[src/rtl/core/srs_ram.sv]
// Generic single-port-write, single-port-read RAM with registered read data.
`default_nettype none

module srs_ram #(
	parameter int unsigned WIDTH = 8,
	parameter int unsigned DEPTH = 2
) (
	input  wire logic                     clk,
	input  wire logic                     wr_en,
	input  wire logic [$clog2(DEPTH)-1:0] wr_addr,
	input  wire logic [WIDTH-1:0]         wr_data,
	input  wire logic [$clog2(DEPTH)-1:0] rd_addr,
	output logic      [WIDTH-1:0]         rd_data
);

	logic [WIDTH-1:0] mem_q [DEPTH];

	// Write on enable, read every cycle
	always_ff @(posedge clk) begin
		if (wr_en) begin
			mem_q[wr_addr] <= wr_data;
		end
		rd_data <= mem_q[rd_addr];
	end

endmodule

`default_nettype wire

[config.mk]
export PLATFORM = sky130hd
export DESIGN_NAME = srs_ram
export DESIGN_NICKNAME = d
export VERILOG_FILES = /design/src/rtl/core/srs_ram.sv
export SDC_FILE = /design/constraint.sdc
export NUM_CORES = 1
export LEC_CHECK = 0
export ABC_AREA = 1
export BUFFER_PORTS_ARGS = -buffer_cell sky130_fd_sc_hd__clkbuf_2
export CAP_MARGIN = 30
export CELL_PAD_IN_SITES_DETAIL_PLACEMENT = 1
export CELL_PAD_IN_SITES_GLOBAL_PLACEMENT = 1
export CORE_AREA = 2 2 48 50
export CTS_CLUSTER_DIAMETER = 30
export DETAILED_ROUTE_END_ITERATION = 7
export DIE_AREA = 0 0 50 52
export PLACE_DENSITY = 0.76
export SLEW_MARGIN = 0
export SYNTH_ARGS = -nofsm -noshare
export SYNTH_HDL_FRONTEND = slang
export SYNTH_SLANG_ARGS = --single-unit
[constraint.sdc]
create_clock -name clk -period 1.1 [get_ports clk]
set_input_delay 0.055 -clock clk [delete_from_list [all_inputs] [get_ports clk]]
set_output_delay 0.055 -clock clk [all_outputs]
set_load 0.01 [all_outputs]
### After elaboration in Yosys (flattened, before gate mapping)

Memories as Yosys holds them, arrays and structs flattened. A register that Yosys moved wholly into a read port is not among the register bits.
Index checks and enable logic that the tools add are counted.

* multiplexer cells: 2

Operators with widths (count)
* $mux 1: 2

* output and inout port bits: 8
* memories: 1
* RAM bits: 16
* register bits: 0
* input port bits: 12
* logic and storage cells: 3

Memories
* mem_q: depth 2, width 8, rd ports 1, clocked after Yosys merged registers in 1, write ports 1, line 16 `logic [WIDTH-1:0] mem_q [DEPTH];`

### Logic depth before layout (Yosys ltp)

* depth in word-level cells: 2
* gate-level depth with buffers: 4

### Worst setup path after synthesis

No wires, ideal clock.

* path type: input port to flip-flop
* from: in wr_en
* to: mem mem_q[0][0], enable pin
* setup time: 0.371 ns
* slack: 0.285 ns
* buffers on the path: 0
* cell stages on the path: 2
* arrival time: 0.444 ns
* cell sequence: inv_1 nor2_1

* word-level cells in the longest chain between the ends: 2

Ends and longest elaborated chain
* start: declaration: line 9 `input wire logic wr_en,`
* $mux 1: line 20 `if (wr_en) begin`
* $mux 1 (implied by the code): line 21 `mem_q[wr_addr] <= wr_data;`
* end: declaration: line 16

No other way between the ends.

### Final worst setup path

* from: reg rd_data[1] (read register of mem_q)
* to: out rd_data[1]

RTL lines
* start: declaration: line 13 `output logic [WIDTH-1:0] rd_data`

No word-level cell between the ends.

==> results_dict.tcl <==
set metrics [dict create \
    postCtsHoldBufs 8 \
    std_cell_rows 17 \
    multiInputGateArea_um2 97.6 \
    hold_violations 0 \
    antenna_found_initial 0 \
    required_ps 1040 \
    post-cts-setup-buffers 0 \
    synth.yosys.seq_area_share 0.842 \
    dr.pass1.iters 3 \
    clock_latency_ps 310 \
    worst_path_largest_cell_delay_ps 340 \
    timing.fmax_mhz 1200 \
    final_util 0.472 \
    drive_gt1_frac 0.282 \
    power_uw 1570 \
    grt_pass1_vias 467 \
    syn_nets 66 \
    grt_max_degree 14 \
    p_per_area_nw_per_um2 1580 \
    n_antenna_cell 0 \
    drt_first_iter_violations 7 \
    max_cap_viol_count 0 \
    critPathTopFamily "flip-flops" \
    final_cells 113 \
    period_needed_ps 834 \
    synth_cell_types 7 \
    crit_fanout 1 \
    clock_path_buffers 2 \
    power_switching_share 0.213 \
    crit_type "register to output port" \
    final-seq-area_um2 641 \
    dieWidth_um 50 \
    path_cells "clkbuf_2" \
    root_buffer "clkbuf_4" \
    p_clk_frac 0.245 \
    drc_errors 0 \
    crit_slowest_cell "dfxtp_1" \
    intPower_uw 1240 \
    synth-warning-count 0 \
    power_frac_seq 0.667 \
    yosys-top-cells-area "edfxtp_1 (63%), dfxtp_1 (21%), nand2_1 (12%)" \
    grt_pass1_wl_mm 2.22 \
    hold_path_class "input pin to register" \
    worstPathArrival_ps 780 \
    worst_pin_slew_ps 291 \
    placed_cells 101 \
    antenna_left 0 \
    status "finished, final reports clean" \
    path_buf_inv 1 \
    avgRoutedWirePerCell_um 12.6 \
    path_clk_slew_ps 120 \
    yosysTopAreaCellShare 0.632 \
    die_h_um 52 \
    vias 498 \
    slew_headroom 0.805 \
    cts_max_level 1 \
    syn_avg_cell_area_um2 14.1 \
    fin_nets 98 \
    io_pins 20 \
    ys_ff_latch 24 \
    start_util 0.361 \
    vdd_ir_drop_max_mv 0.541 \
    cp-end-kind "output port" \
    cp-start-kind "register" \
    place_hpwl_um 950 \
    cts.sinks 24 \
    gp_congestion 0.677 \
    port_buffers 19 \
    fillers 235 \
    totalWireLength_mm 1.42 \
    slew_viol_final 0 \
    core_area_um2 2110 \
    grt_overflow 0 \
    switchingPower_uw 336 \
    synthesis.instances 54 \
    finalClockSkew_ps 6.46 \
    avgViaCountPerCell 4.41 \
    cts_tree "done" \
    period_share 0.758 \
    cts_buffers 3 \
    yosysTopAreaCell "edfxtp_1" \
    tns_ps 0 \
    die_area_um2 2600 \
    p_leak_uw 0.000442 \
    pwr-share-comb 0.088 \
    rsz0062_at_grt "no" \
    syn_to_final_growth_pct 30.6 \
    grt_usage 0.122 \
    synth_area_um2 761 \
    place_ws_ps 336 \
    finalSetupViolations 0 \
    ctsResizeCount 0 \
    setup_slack_ps 266 \
]
==> Yosys cell counts <==
cell      number
buf_6          1
inv_1          2
nor2_1         1
inv_2          1
nand2_1       25
edfxtp_1      16
dfxtp_1        8
==> final timing paths <==
check	from	end	slack, ps	cells past startpoint
setup / recovery	rd_data[1]$_DFF_P_	rd_data[1]	270	1
hold / removal	rd_addr	rd_data[5]$_DFF_P_	70	3
setup reg to reg	mem_q[1][2]$_DFFE_PP_	rd_data[2]$_DFF_P_	470	2
hold reg to reg	mem_q[0][1]$_DFFE_PP_	rd_data[1]$_DFF_P_	450	2
==> cell usage in the layout (no fill, tap or decap) <==
cell	instances
nor2_1	1
nand2_1	25
dlygate4sd3_1	8
inv_1	2
inv_2	1
clkbuf_4	3
clkbuf_2	19
clkbuf_1	1
edfxtp_1	16
dfxtp_1	8
buf_4	1
==> routing by layer <==
layer  vias up  part of all wire  routed length, um  global-route usage
met5         -                 0                  0                   0
met4         0             0.028                 40              0.0833
met3         5             0.029                 41              0.0172
met2        15              0.54                767               0.219
met1       239              0.40                575               0.133
li1        239                 -                  -                   -
==> stage by stage <==
| step | instance area (um2) | hold slack [ps] |
|---|---|---|
| 2_1_floorplan | 761 | 154 |
| 3_3_place_gp | 887 | 246 |
| 3_5_place_dp | 887 | 251 |
| 4_1_cts | 993 | 68.3 |
| 5_1_grt | 993 | 86.3 |
| 6_report | 993 | 70.7 |
==> cell type report <==
type                       instances  area share
clock buffer                       4      0.0264
timing repair buffer              28       0.184
tap                               28      0.0353
multi-input combinational         26      0.0982
sequential                        24       0.645
inverter                           3      0.0113
==> cells by family after synthesis <==
family	share of synthesized area
buf+inv	0.0296
flops	0.842
simple gates	0.128
==> power by group through the flow <==
stage / registers (uW) / clock network, uW / logic [uW]
finish: 1050 / 386 / 138
global route: 1050 / 435 / 155
CTS: 1050 / 397 / 140
detailed placement: 1070 / 0 / 118
global placement: 1070 / 0 / 111
floorplan: 1080 / 0 / 41.7
==> flip-flops by register name, summed over array words and instances, names as in the netlist <==
signal   count
mem_q       16
rd_data      8
(Power assumes the default switching activity.)
